$ cat src/sv/rapc_pkg.sv
// Shared types and constants of the read access pattern classifier.
package rapc_pkg;

    localparam int LineOffsetBitsDefault = 6;
    localparam int CountWidthDefault     = 48;
    localparam int AddrWidth             = 64;
    localparam int TotalWidth            = 48;

    typedef enum logic [2:0] {
        ACC_WRITE   = 3'd0,
        ACC_HIT     = 3'd1,
        ACC_STRIDED = 3'd2,
        ACC_CHASING = 3'd3,
        ACC_RANDOM  = 3'd4
    } t_access_class;

    typedef struct packed {
        logic                 mode;
        logic [AddrWidth-1:0] address;
        logic                 llc_hit;
        logic [AddrWidth-1:0] loaded_value;
    } t_in_word;

    typedef struct packed {
        t_access_class         access_class;
        logic [TotalWidth-1:0] reads_total;
        logic [TotalWidth-1:0] writes_total;
        logic [TotalWidth-1:0] hits_total;
        logic [TotalWidth-1:0] strided_total;
        logic [TotalWidth-1:0] chasing_total;
        logic [TotalWidth-1:0] random_total;
    } t_out_word;

endpackage

$ cat src/sv/rapc_stream_if.sv
// Valid/ready stream interface that carries one word per handshake.
interface rapc_stream_if #(
    parameter type T = logic
);
    logic valid;
    logic ready;
    T     data;

    modport source (output valid, output data, input ready);
    modport sink   (input valid, input data, output ready);
endinterface

$ cat src/sv/rapc_sat_counter.sv
// Saturating event counter with synchronous clear.
module rapc_sat_counter #(
    parameter int WIDTH = rapc_pkg::CountWidthDefault
) (
    input  logic             i_clk,
    input  logic             i_rst_n,
    input  logic             i_inc,
    output logic [WIDTH-1:0] o_count
);
    import rapc_pkg::*;

    logic [WIDTH-1:0] r_count;
    logic [WIDTH-1:0] n_count;

    // hold at all ones once reached
    always_comb begin
        n_count = r_count;
        if (i_inc && (r_count != {WIDTH{1'b1}})) begin
            n_count = r_count + WIDTH'(1);
        end
    end

    always_ff @(posedge i_clk) begin
        if (!i_rst_n) begin
            r_count <= '0;
        end else begin
            r_count <= n_count;
        end
    end

    assign o_count = r_count;
endmodule

$ cat src/sv/read_access_pattern_classifier_core.sv
// Top level of the read access pattern classifier.
// Data path: an accepted word lands in the input register, is classified from there
//   into the result register and is offered on o_out while that register holds it.
// Throughput: one word per cycle while o_out is not stalled; while a result waits,
//   the input side still takes a word if the input register is empty or moves on.
// Reset (synchronous, active low): clears both valid flags, the line, stride and
//   word history and all six counters.
module read_access_pattern_classifier_core #(
    parameter int LINE_OFFSET_BITS = rapc_pkg::LineOffsetBitsDefault,
    parameter int COUNT_WIDTH      = rapc_pkg::CountWidthDefault
) (
    input  logic          i_clk,
    input  logic          i_rst_n,
    rapc_stream_if.sink   i_in,
    rapc_stream_if.source o_out
);
    import rapc_pkg::*;

    // Byte offset within a cache line is cleared to form the line address.
    localparam logic [AddrWidth-1:0] LineMask =
        ~((AddrWidth'(1) << LINE_OFFSET_BITS) - AddrWidth'(1));

    // ------------------------------------------------------------------
    // Input register stage
    // ------------------------------------------------------------------
    logic     r_s1_valid;
    t_in_word r_s1_word;
    logic     r_out_valid;
    logic     s1_advance;
    logic     in_take;

    // Advance the input register whenever the result register is empty or
    // is being drained at this edge.
    assign s1_advance  = r_s1_valid && (!r_out_valid || o_out.ready);
    assign i_in.ready  = !r_s1_valid || s1_advance;
    assign in_take     = i_in.valid && i_in.ready;

    always_ff @(posedge i_clk) begin
        if (!i_rst_n) begin
            r_s1_valid <= 1'b0;
        end else if (in_take) begin
            r_s1_valid <= 1'b1;
        end else if (s1_advance) begin
            r_s1_valid <= 1'b0;
        end
    end

    // Payload needs no reset: it is qualified by r_s1_valid.
    always_ff @(posedge i_clk) begin
        if (in_take) begin
            r_s1_word <= i_in.data;
        end
    end

    // ------------------------------------------------------------------
    // Classification against the miss history
    // ------------------------------------------------------------------
    logic [AddrWidth-1:0] r_prev_line;
    logic [AddrWidth-1:0] r_stride;
    logic [AddrWidth-1:0] r_prev_word;

    logic [AddrWidth-1:0] cur_line;
    logic                 stride_match;
    logic                 chase_match;
    logic                 is_miss;
    t_access_class        cur_class;

    assign cur_line     = r_s1_word.address & LineMask;
    // Expected line wraps modulo 2^64, as does the relearned stride below.
    assign stride_match = ((r_prev_line + r_stride) == cur_line);
    assign chase_match  = (r_s1_word.address == r_prev_word);
    assign is_miss      = !r_s1_word.mode && !r_s1_word.llc_hit;

    always_comb begin
        if (r_s1_word.mode) begin
            cur_class = ACC_WRITE;
        end else if (r_s1_word.llc_hit) begin
            cur_class = ACC_HIT;
        end else if (stride_match) begin
            cur_class = ACC_STRIDED;
        end else if (chase_match) begin
            cur_class = ACC_CHASING;
        end else begin
            cur_class = ACC_RANDOM;
        end
    end

    // History moves only on a read miss; writes and cache hits leave it alone.
    // Relearn the stride only when the expected line was not met.
    always_ff @(posedge i_clk) begin
        if (!i_rst_n) begin
            r_prev_line <= '0;
            r_stride    <= '0;
            r_prev_word <= '0;
        end else if (s1_advance && is_miss) begin
            r_prev_line <= cur_line;
            r_prev_word <= r_s1_word.loaded_value;
            if (!stride_match) begin
                r_stride <= cur_line - r_prev_line;
            end
        end
    end

    // ------------------------------------------------------------------
    // Counters: they step together with the result register, so their
    // current values are always the totals that belong to the held result.
    // ------------------------------------------------------------------
    logic                   inc_read;
    logic                   inc_write;
    logic                   inc_hit;
    logic                   inc_strided;
    logic                   inc_chasing;
    logic                   inc_random;
    logic [COUNT_WIDTH-1:0] cnt_read;
    logic [COUNT_WIDTH-1:0] cnt_write;
    logic [COUNT_WIDTH-1:0] cnt_hit;
    logic [COUNT_WIDTH-1:0] cnt_strided;
    logic [COUNT_WIDTH-1:0] cnt_chasing;
    logic [COUNT_WIDTH-1:0] cnt_random;

    assign inc_read    = s1_advance && !r_s1_word.mode;
    assign inc_write   = s1_advance && (cur_class == ACC_WRITE);
    assign inc_hit     = s1_advance && (cur_class == ACC_HIT);
    assign inc_strided = s1_advance && (cur_class == ACC_STRIDED);
    assign inc_chasing = s1_advance && (cur_class == ACC_CHASING);
    assign inc_random  = s1_advance && (cur_class == ACC_RANDOM);

    rapc_sat_counter #(.WIDTH(COUNT_WIDTH)) u_cnt_read (
        .i_clk(i_clk), .i_rst_n(i_rst_n), .i_inc(inc_read), .o_count(cnt_read)
    );
    rapc_sat_counter #(.WIDTH(COUNT_WIDTH)) u_cnt_write (
        .i_clk(i_clk), .i_rst_n(i_rst_n), .i_inc(inc_write), .o_count(cnt_write)
    );
    rapc_sat_counter #(.WIDTH(COUNT_WIDTH)) u_cnt_hit (
        .i_clk(i_clk), .i_rst_n(i_rst_n), .i_inc(inc_hit), .o_count(cnt_hit)
    );
    rapc_sat_counter #(.WIDTH(COUNT_WIDTH)) u_cnt_strided (
        .i_clk(i_clk), .i_rst_n(i_rst_n), .i_inc(inc_strided), .o_count(cnt_strided)
    );
    rapc_sat_counter #(.WIDTH(COUNT_WIDTH)) u_cnt_chasing (
        .i_clk(i_clk), .i_rst_n(i_rst_n), .i_inc(inc_chasing), .o_count(cnt_chasing)
    );
    rapc_sat_counter #(.WIDTH(COUNT_WIDTH)) u_cnt_random (
        .i_clk(i_clk), .i_rst_n(i_rst_n), .i_inc(inc_random), .o_count(cnt_random)
    );

    // ------------------------------------------------------------------
    // Result register
    // ------------------------------------------------------------------
    t_access_class r_out_class;

    always_ff @(posedge i_clk) begin
        if (!i_rst_n) begin
            r_out_valid <= 1'b0;
        end else if (s1_advance) begin
            r_out_valid <= 1'b1;
        end else if (o_out.ready) begin
            r_out_valid <= 1'b0;
        end
    end

    always_ff @(posedge i_clk) begin
        if (s1_advance) begin
            r_out_class <= cur_class;
        end
    end

    // Totals leave as 48-bit fields whatever the counter width.
    assign o_out.valid              = r_out_valid;
    assign o_out.data.access_class  = r_out_class;
    assign o_out.data.reads_total   = TotalWidth'(cnt_read);
    assign o_out.data.writes_total  = TotalWidth'(cnt_write);
    assign o_out.data.hits_total    = TotalWidth'(cnt_hit);
    assign o_out.data.strided_total = TotalWidth'(cnt_strided);
    assign o_out.data.chasing_total = TotalWidth'(cnt_chasing);
    assign o_out.data.random_total  = TotalWidth'(cnt_random);
endmodule

$ cat src/flat_wrapper.sv
// flat-port wrapper written by rule: the top's interface ports become plain ports
module read_access_pattern_classifier_core_flat import rapc_pkg::*;
#(
    parameter int LINE_OFFSET_BITS = rapc_pkg::LineOffsetBitsDefault,
    parameter int COUNT_WIDTH      = rapc_pkg::CountWidthDefault
)
  (i_clk, i_rst_n, i_in_valid, i_in_data, i_in_ready, o_out_valid, o_out_data, o_out_ready);
  rapc_stream_if #(.T(t_in_word)) i_in_i ();
  rapc_stream_if #(.T(t_out_word)) o_out_i ();
  input  logic i_clk;
  input  logic i_rst_n;
  input wire logic [$bits(i_in_i.valid)-1:0] i_in_valid;
  input wire logic [$bits(i_in_i.data)-1:0] i_in_data;
  output wire logic [$bits(i_in_i.ready)-1:0] i_in_ready;
  output wire logic [$bits(o_out_i.valid)-1:0] o_out_valid;
  output wire logic [$bits(o_out_i.data)-1:0] o_out_data;
  input wire logic [$bits(o_out_i.ready)-1:0] o_out_ready;
  assign i_in_i.valid = i_in_valid;
  assign i_in_i.data = i_in_data;
  assign i_in_ready = i_in_i.ready;
  assign o_out_valid = o_out_i.valid;
  assign o_out_data = o_out_i.data;
  assign o_out_i.ready = o_out_ready;
  read_access_pattern_classifier_core #(.LINE_OFFSET_BITS(LINE_OFFSET_BITS), .COUNT_WIDTH(COUNT_WIDTH)) u_core (.i_clk(i_clk), .i_rst_n(i_rst_n), .i_in(i_in_i), .o_out(o_out_i));
endmodule
$ cat config.mk
export PLATFORM = sky130hd
export DESIGN_NAME = read_access_pattern_classifier_core_flat
export DESIGN_NICKNAME = d
export VERILOG_FILES = /design/src/sv/rapc_pkg.sv /design/src/sv/rapc_stream_if.sv /design/src/sv/rapc_sat_counter.sv /design/src/sv/read_access_pattern_classifier_core.sv /design/src/flat_wrapper.sv
export SDC_FILE = /design/constraint.sdc
export NUM_CORES = 1
export LEC_CHECK = 0
export BUFFER_PORTS_ARGS = -buffer_cell sky130_fd_sc_hd__buf_2
export CAP_MARGIN = 30
export CORE_UTILIZATION = 30
export DETAILED_ROUTE_END_ITERATION = 7
export MAX_ROUTING_LAYER = met4
export PLACE_DENSITY_LB_ADDON = 0.25
export RECOVER_POWER = 100
export SYNTH_ARGS = -nofsm -noshare
export SYNTH_HDL_FRONTEND = slang
export SYNTH_SLANG_ARGS = --single-unit
$ cat constraint.sdc
create_clock -name i_clk -period 4.7 [get_ports i_clk]
set_input_delay 0.705 -clock i_clk [delete_from_list [all_inputs] [get_ports i_clk]]
set_output_delay 0.705 -clock i_clk [all_outputs]
set_load 0.05 [all_outputs]
Yosys cells after proc, flatten, opt, wreduce, memory -nomap -nowiden

Cells that the tools add are included.

Word-level logic and storage cells: 71
Register bits: 609
Input bits: 134

Bitwise operators: 1
Equality and inequality tests: 12
Add/sub/neg operators: 8
Reduce and logical (&&, ||, !) cells: 26
Multiplexer cells: 8

Operators with widths:

| cell                    | count |
|---|---|
| $add A48 B1 Y48 const B | 6 |
| $ne A48 B48 Y1 const B  | 6 |
| $eq A64 B64 Y1          | 2 |
| $add A64 B64 Y64        | 1 |
| $sub A64 B64 Y64        | 1 |
| $logic_and A1 B1 Y1     | 16 |
| $mux W3                 | 4 |
| $eq A3 B2 Y1 const B    | 2 |
| $logic_not A1 Y1        | 4 |
| $mux W1                 | 4 |
| $reduce_bool A2 Y1      | 2 |
| $eq A3 B1 Y1 const B    | 1 |
| $eq A3 B3 Y1 const B    | 1 |
| $logic_not A3 Y1        | 1 |
| $logic_or A1 B1 Y1      | 2 |
| $reduce_and A2 Y1       | 1 |
| $not A1 Y1              | 1 |

Logic depth before layout (Yosys ltp)

Depth in word-level cells: 8
Mapped depth: 20
Depth with buffers taken out: 17

Modules after synthesis

From an unflattened synthesis, not the netlist that was laid out.

Cell total of the unflattened synthesis: 4,342
Area, all modules: 35,602.9 µm²

By module, submodules not included:

| module                              | cells each | area each (µm²) | sequential area each (µm²) | times used |
|---|---|---|---|---|
| read_access_pattern_classifier_core | 2,404      | 20,017.9        | 7,637.3                    | 1 |
| rapc_sat_counter                    | 323        | 2,597.5         | 960.9                      | 6 |

Least setup slack after synthesis

OpenSTA, ideal clock, no wires.

Kind: input to register
Start point: input o_out_ready
End point: register u_core.r_s1_word, in the netlist u_core.cur_line[10], enable pin
Setup slack: -0.003 ns
Arrival: 4.199 ns
Stages: 3
Setup time: 0.504 ns
Path buffers: 0
Cell sequence: nor2b_1 nand2_1 and2_1

Longest elaborated chain between the ends: 4

RTL lines:

| element              | RTL line                                  | source |
|---|---|---|
| from (decl)          | flat_wrapper.sv:17                        | `input wire logic [$bits(o_out_i.ready)-1:0] o_out_ready;` |
| $logic_or A1 B1 Y1   | read_access_pattern_classifier_core.sv:34 | `assign s1_advance = r_s1_valid && (!r_out_valid \|\| o_out.ready);` |
| $logic_and A1 B1 Y1  | read_access_pattern_classifier_core.sv:34 |  |
| $logic_or A1 B1 Y1   | read_access_pattern_classifier_core.sv:35 | `assign i_in.ready = !r_s1_valid \|\| s1_advance;` |
| via i_in_ready       | flat_wrapper.sv:14                        | `output wire logic [$bits(i_in_i.ready)-1:0] i_in_ready;` |
| $logic_and A1 B1 Y1  | read_access_pattern_classifier_core.sv:36 | `assign in_take = i_in.valid && i_in.ready;` |
| via u_core.in_take   | read_access_pattern_classifier_core.sv:30 | `logic in_take;` |
| to (signal assigned) | read_access_pattern_classifier_core.sv:51 | `r_s1_word <= i_in.data;` |
| to (decl)            | read_access_pattern_classifier_core.sv:27 | `t_in_word r_s1_word;` |

The timed path passes the listed nets, and every way through them passes these cells.
A chain may end at the register's enable or synchronous reset.

Worst setup path after layout

Start point: register u_core.r_prev_line[6]
End point: register u_core.u_cnt_chasing.r_count[43] (netlist: u_core.u_cnt_chasing.o_count[43])

Longest elaborated chain between the ends: 8

RTL lines:

| element                | RTL line                                   | source |
|---|---|---|
| from (decl)            | read_access_pattern_classifier_core.sv:58  | `logic [AddrWidth-1:0] r_prev_line;` |
| from (signal assigned) | read_access_pattern_classifier_core.sv:96  | `r_prev_line <= cur_line;` |
| $add A64 B64 Y64       | read_access_pattern_classifier_core.sv:70  | `assign stride_match = ((r_prev_line + r_stride) == cur_line);` |
| $eq A64 B64 Y1         | read_access_pattern_classifier_core.sv:70  |  |
| $mux W3                | read_access_pattern_classifier_core.sv:79  | `end else if (stride_match) begin` |
| $mux W3                | read_access_pattern_classifier_core.sv:77  | `end else if (r_s1_word.llc_hit) begin` |
| $mux W3                | read_access_pattern_classifier_core.sv:75  | `if (r_s1_word.mode) begin` |
| $eq A3 B2 Y1           | read_access_pattern_classifier_core.sv:125 | `assign inc_chasing = s1_advance && (cur_class == ACC_CHASING);` |
| $logic_and A1 B1 Y1    | read_access_pattern_classifier_core.sv:125 |  |
| $logic_and A1 B1 Y1    | rapc_sat_counter.sv:18                     | `if (i_inc && (r_count != {WIDTH{1'b1}})) begin` |
| to (signal assigned)   | rapc_sat_counter.sv:27                     | `r_count <= n_count;` |
| to (decl)              | rapc_sat_counter.sv:12                     | `logic [WIDTH-1:0] r_count;` |

No other way between the ends.

==> flow_metrics.env <==
export IMPL_cts_num_sinks=603
export IMPL_synth_edf_count=133
export IMPL_fin_crit_sh=0.960
export IMPL_first_global_vias=28100
export IMPL_setup_viol=0
export IMPL_tns_ns=0
export IMPL_slew_headroom=-1.37
export IMPL_rows=120
export IMPL_report_final_hold_viol_count=0
export IMPL_cp_end_kind="flop"
export IMPL_fin_area_um2=39700
export IMPL_dieHeight_um=331
export IMPL_grt_ovfl_total=0
export IMPL_netlist_instances=3862
export IMPL_syn_to_final_growth_pct=22.3
export IMPL_path_max_fanout=17
export IMPL_clk_path_buf_depth=3
export IMPL_fillCellCount=11300
export IMPL_start_util=0.303
export IMPL_ant_nets=0
export IMPL_crit_type="flop to flop"
export IMPL_ff2ff_path_depth=18
export IMPL_cts_htree_levels=3
export IMPL_dp_hpwl_um=88800
export IMPL_r2r_end="u_core.u_cnt_chasing.o_count[43]$_SDFFE_PN0P_"
export IMPL_numCtsBuffers=75
export IMPL_postCtsHoldBufs=0
export IMPL_clk_pin_slew_ns=0.06
export IMPL_async_reset_ff_frac=0
export IMPL_syn_area_um2=32500
export IMPL_drive_gt1_frac=0.111
export IMPL_clk_latency_ns=0.68
export IMPL_worst_hold_startpoint="i_in_data[129]"
export IMPL_placed_area_um2=37400
export IMPL_ir_drop_mv=0.332
export IMPL_fp_dieArea_um2=110000
export IMPL_max_clock_freq_ghz=0.222
export IMPL_syn_area_per_cell_um2=8.41
export IMPL_violations="capacitance limit, slew limit"
export IMPL_status="finished with violations"
export IMPL_skew_ns=0.0587
export IMPL_crit_start="u_core.r_prev_line[6]$_SDFFE_PN0P_"
export IMPL_clockRootBuffer="clkbuf_16"
export IMPL_slowest_delay_ns=0.42
export IMPL_min_path_type="primary input to flop"
export IMPL_drc_errors=0
export IMPL_vias=30100
export IMPL_crit_required_ns=5.31
export IMPL_power_leakage_uw=0.0145
export IMPL_place_gp_congestion=0.971
export IMPL_ys_types=83
export IMPL_drt_iter0_drc=2003
export IMPL_fin_nets=4659
export IMPL_maxSlewViolCount=161
export IMPL_die_x_um=331
export IMPL_crit_chain="ha_2 > fa_2 > a21o_1 > a221o_1 > a21o_1 > a211o_4 > a21oi_4 > o21bai_1 > a2111oi_4 > buf_4 > nor4_2 > and4_4 > a21oi_4 > buf_12 > nand2_1 > buf_12 > or4_1 > a21oi_1"
export IMPL_avgRoutedWirePerCell_um=19.9
export IMPL_cts_tree="built"
export IMPL_grt_pass1_wl_um=173000
export IMPL_synth_top_flop_cell="dfxtp_1"
export IMPL_maxCapViolations=2
export IMPL_min_period_ns=4.51
export IMPL_ys_warn_count=0
export IMPL_io_buffers=426
export IMPL_coreArea_um2=107000
export IMPL_finalWirelength_um=117000
export IMPL_slowest_stage="a221o_1"
export IMPL_p_per_area_nw_per_um2=318
export IMPL_arrival_ns=5.12
export IMPL_critPathCapture="u_core.u_cnt_chasing.o_count[43]$_SDFFE_PN0P_"
export IMPL_ys_seq_area_frac=0.413
export IMPL_synth_seq_cells=603
export IMPL_r2r_start="u_core.r_prev_line[6]$_SDFFE_PN0P_"
export IMPL_dr_pass1_iters=7
export IMPL_worst_pin_slew_ns=3.56
export IMPL_vias_per_cell=5.12
export IMPL_synth_nets=4118
export IMPL_start_kind="flop"
export IMPL_worst_r2r_setup_slack_ns=0.19
export IMPL_antenna_found_initial=6
export IMPL_grt_usage=0.211
export IMPL_ios=427
export IMPL_grt_max_degree=123
synth_stat cells (8+ instances only):
cell type / n / area [um^2]
mux2i_1: 47 / 470
nor4_1: 43 / 269
a221o_1: 10 / 100
nand3_1: 154 / 771
clkbuf_1: 148 / 556
a31oi_1: 14 / 87.6
nor2b_1: 27 / 169
nand2b_1: 52 / 325
nor2_1: 308 / 1160
or3_1: 72 / 450
nand2_1: 619 / 2320
a21o_1: 46 / 345
or2_2: 12 / 75.1
o22ai_1: 8 / 50.1
o21a_1: 29 / 218
or4_1: 27 / 203
a211oi_1: 16 / 120
edfxtp_1: 133 / 3990
o32ai_1: 10 / 87.6
inv_1: 121 / 454
o21bai_1: 12 / 90.1
o41ai_1: 13 / 114
o31ai_1: 18 / 135
buf_2: 17 / 85.1
and2_1: 30 / 188
nand4_1: 109 / 682
o21ai_0: 129 / 646
xor2_1: 209 / 1830
and3_1: 87 / 544
and4_1: 21 / 184
xnor2_1: 138 / 1210
a2111oi_0: 11 / 96.3
o211ai_1: 26 / 195
dfxtp_1: 470 / 9410
nor3_1: 58 / 290
ha_1: 120 / 1500
a311oi_1: 8 / 70.1
a21oi_1: 373 / 1870
cell families after synthesis:
logic type | count (synthesis) | synth area share
fa+ha+maj | 122 | 0.0475
compound gates | 791 | 0.149
simple gates | 1659 | 0.247
buf+inv | 293 | 0.0355
mux | 47 | 0.0145
xor+xnor | 347 | 0.0936
flops | 603 | 0.413
report_power, final:
group	switching, uW	internal (uW)	leakage [uW]	total, uW
combinational	701	421	0.00814	1120
sequential	96.2	5410	0.00509	5510
clock	2480	3520	0.00125	6000
total	3270	9360	0.0145	12600
how the worst min path moves through the flow:
stage	endpoint	cells past startpoint
6_report	u_core.r_s1_word[129]$_DFFE_PP_	1
3_5_place_dp	u_core.r_stride[8]$_SDFFE_PN0P_	2
2_1_floorplan	u_core.r_stride[17]$_SDFFE_PN0P_	2
5_1_grt	u_core.cur_line[14]$_DFFE_PP_	1
3_3_place_gp	u_core.r_stride[43]$_SDFFE_PN0P_	2
4_1_cts	u_core.cur_line[12]$_DFFE_PP_	1
sequential cells by signal, summed over array words and instances, names as in the netlist:
name	count
u_core.r_prev_line	58
u_core.r_stride	58
u_core.r_s1_valid	1
u_core.u_cnt_hit.o_count	48
u_core.u_cnt_read.o_count	48
u_core.o_out.valid	1
u_core.u_cnt_chasing.o_count	48
u_core.r_prev_word	64
u_core.u_cnt_random.o_count	48
u_core.u_cnt_strided.o_count	48
u_core.u_cnt_write.o_count	48
u_core.cur_line	58
u_core.r_s1_word	72
u_core.r_out_class	3
through the flow:
step | hold WS (ns) | power (uW) | util | cells | setup WS (ns)
finish | 0.202 | 12600 | 0.370 | 5868 | 0.190
CTS | 0.142 | 12800 | 0.373 | 5857 | -0.00465
detailed placement | 0.449 | 6730 | 0.349 | 5721 | -0.0412
global placement | 0.444 | 6740 | 0.349 | 5721 | 0.0281
global route | 0.158 | 13100 | 0.370 | 5868 | -0.0173
floorplan | 0.436 | 6260 | - | 3862 | 0.518
worst max-delay path: cells and delay by family (launching register included):
family | cells | cell delay, ns
AND/OR/NAND/NOR | 4 | 0.76
buffers and inverters | 3 | 0.48
adder cells (fa/ha/maj) | 2 | 0.54
flip-flops | 1 | 0.32
AO/OA/AOI/OAI | 9 | 2.32
timing repair:
item / in CTS / in global routing
endpoints found under the setup margin: 9 / 189
gates resized for setup: 5 / 39
pin swaps: 1 / 14
buffers inserted: 0 / 7
gates cloned: 0 / 1
placed cells by master, fill, tap and decap left out, types with 15 or more instances in the layout:
master | netlist | routed
nor2_1 | 308 | 308
nor2b_1 | 27 | 27
nand3_1 | 154 | 154
a21oi_1 | 373 | 371
o31ai_1 | 18 | 17
and2_0 | 2 | 18
clkbuf_16 | 0 | 76
nand2b_1 | 52 | 51
o21a_1 | 29 | 29
and3_1 | 87 | 87
mux2i_1 | 47 | 47
o21ai_0 | 129 | 126
clkbuf_1 | 148 | 340
buf_4 | 0 | 177
edfxtp_1 | 133 | 133
ha_1 | 120 | 119
nand2_1 | 619 | 618
inv_1 | 121 | 120
nor4_1 | 43 | 38
a211oi_1 | 16 | 15
xnor2_1 | 138 | 138
nand4_1 | 109 | 109
o211ai_1 | 26 | 26
buf_2 | 17 | 116
and4_1 | 21 | 21
nor3_1 | 58 | 57
xor2_1 | 209 | 209
dfxtp_1 | 470 | 469
a21o_1 | 46 | 45
or3_1 | 72 | 71
or4_1 | 27 | 27
routing by layer:
| metal | GRT usage | part of all wire | vias up |
|---|---|---|---|
| met5 | - | 0 | - |
| met1 | 0.266 | 0.44 | 14300 |
| met3 | 0.0363 | 0.057 | 172 |
| li1 | - | - | 14800 |
| met4 | 0.0527 | 0.024 | 0 |
| met2 | 0.349 | 0.48 | 754 |
final cells by class:
| type | count | area (um^2) | share of cell area |
|---|---|---|---|
| clock inverter | 28 | 438 | 0.0110 |
| tap | 1403 | 1760 | 0.0442 |
| inverter | 121 | 462 | 0.0116 |
| timing repair buffer | 636 | 3440 | 0.0866 |
| clock buffer | 108 | 2120 | 0.0535 |
| multi-input combinational | 2966 | 18100 | 0.455 |
| sequential | 603 | 13400 | 0.338 |
| antenna | 3 | 7.51 | 0.000189 |
No activity file was read; power rests on OpenSTA's default activity.
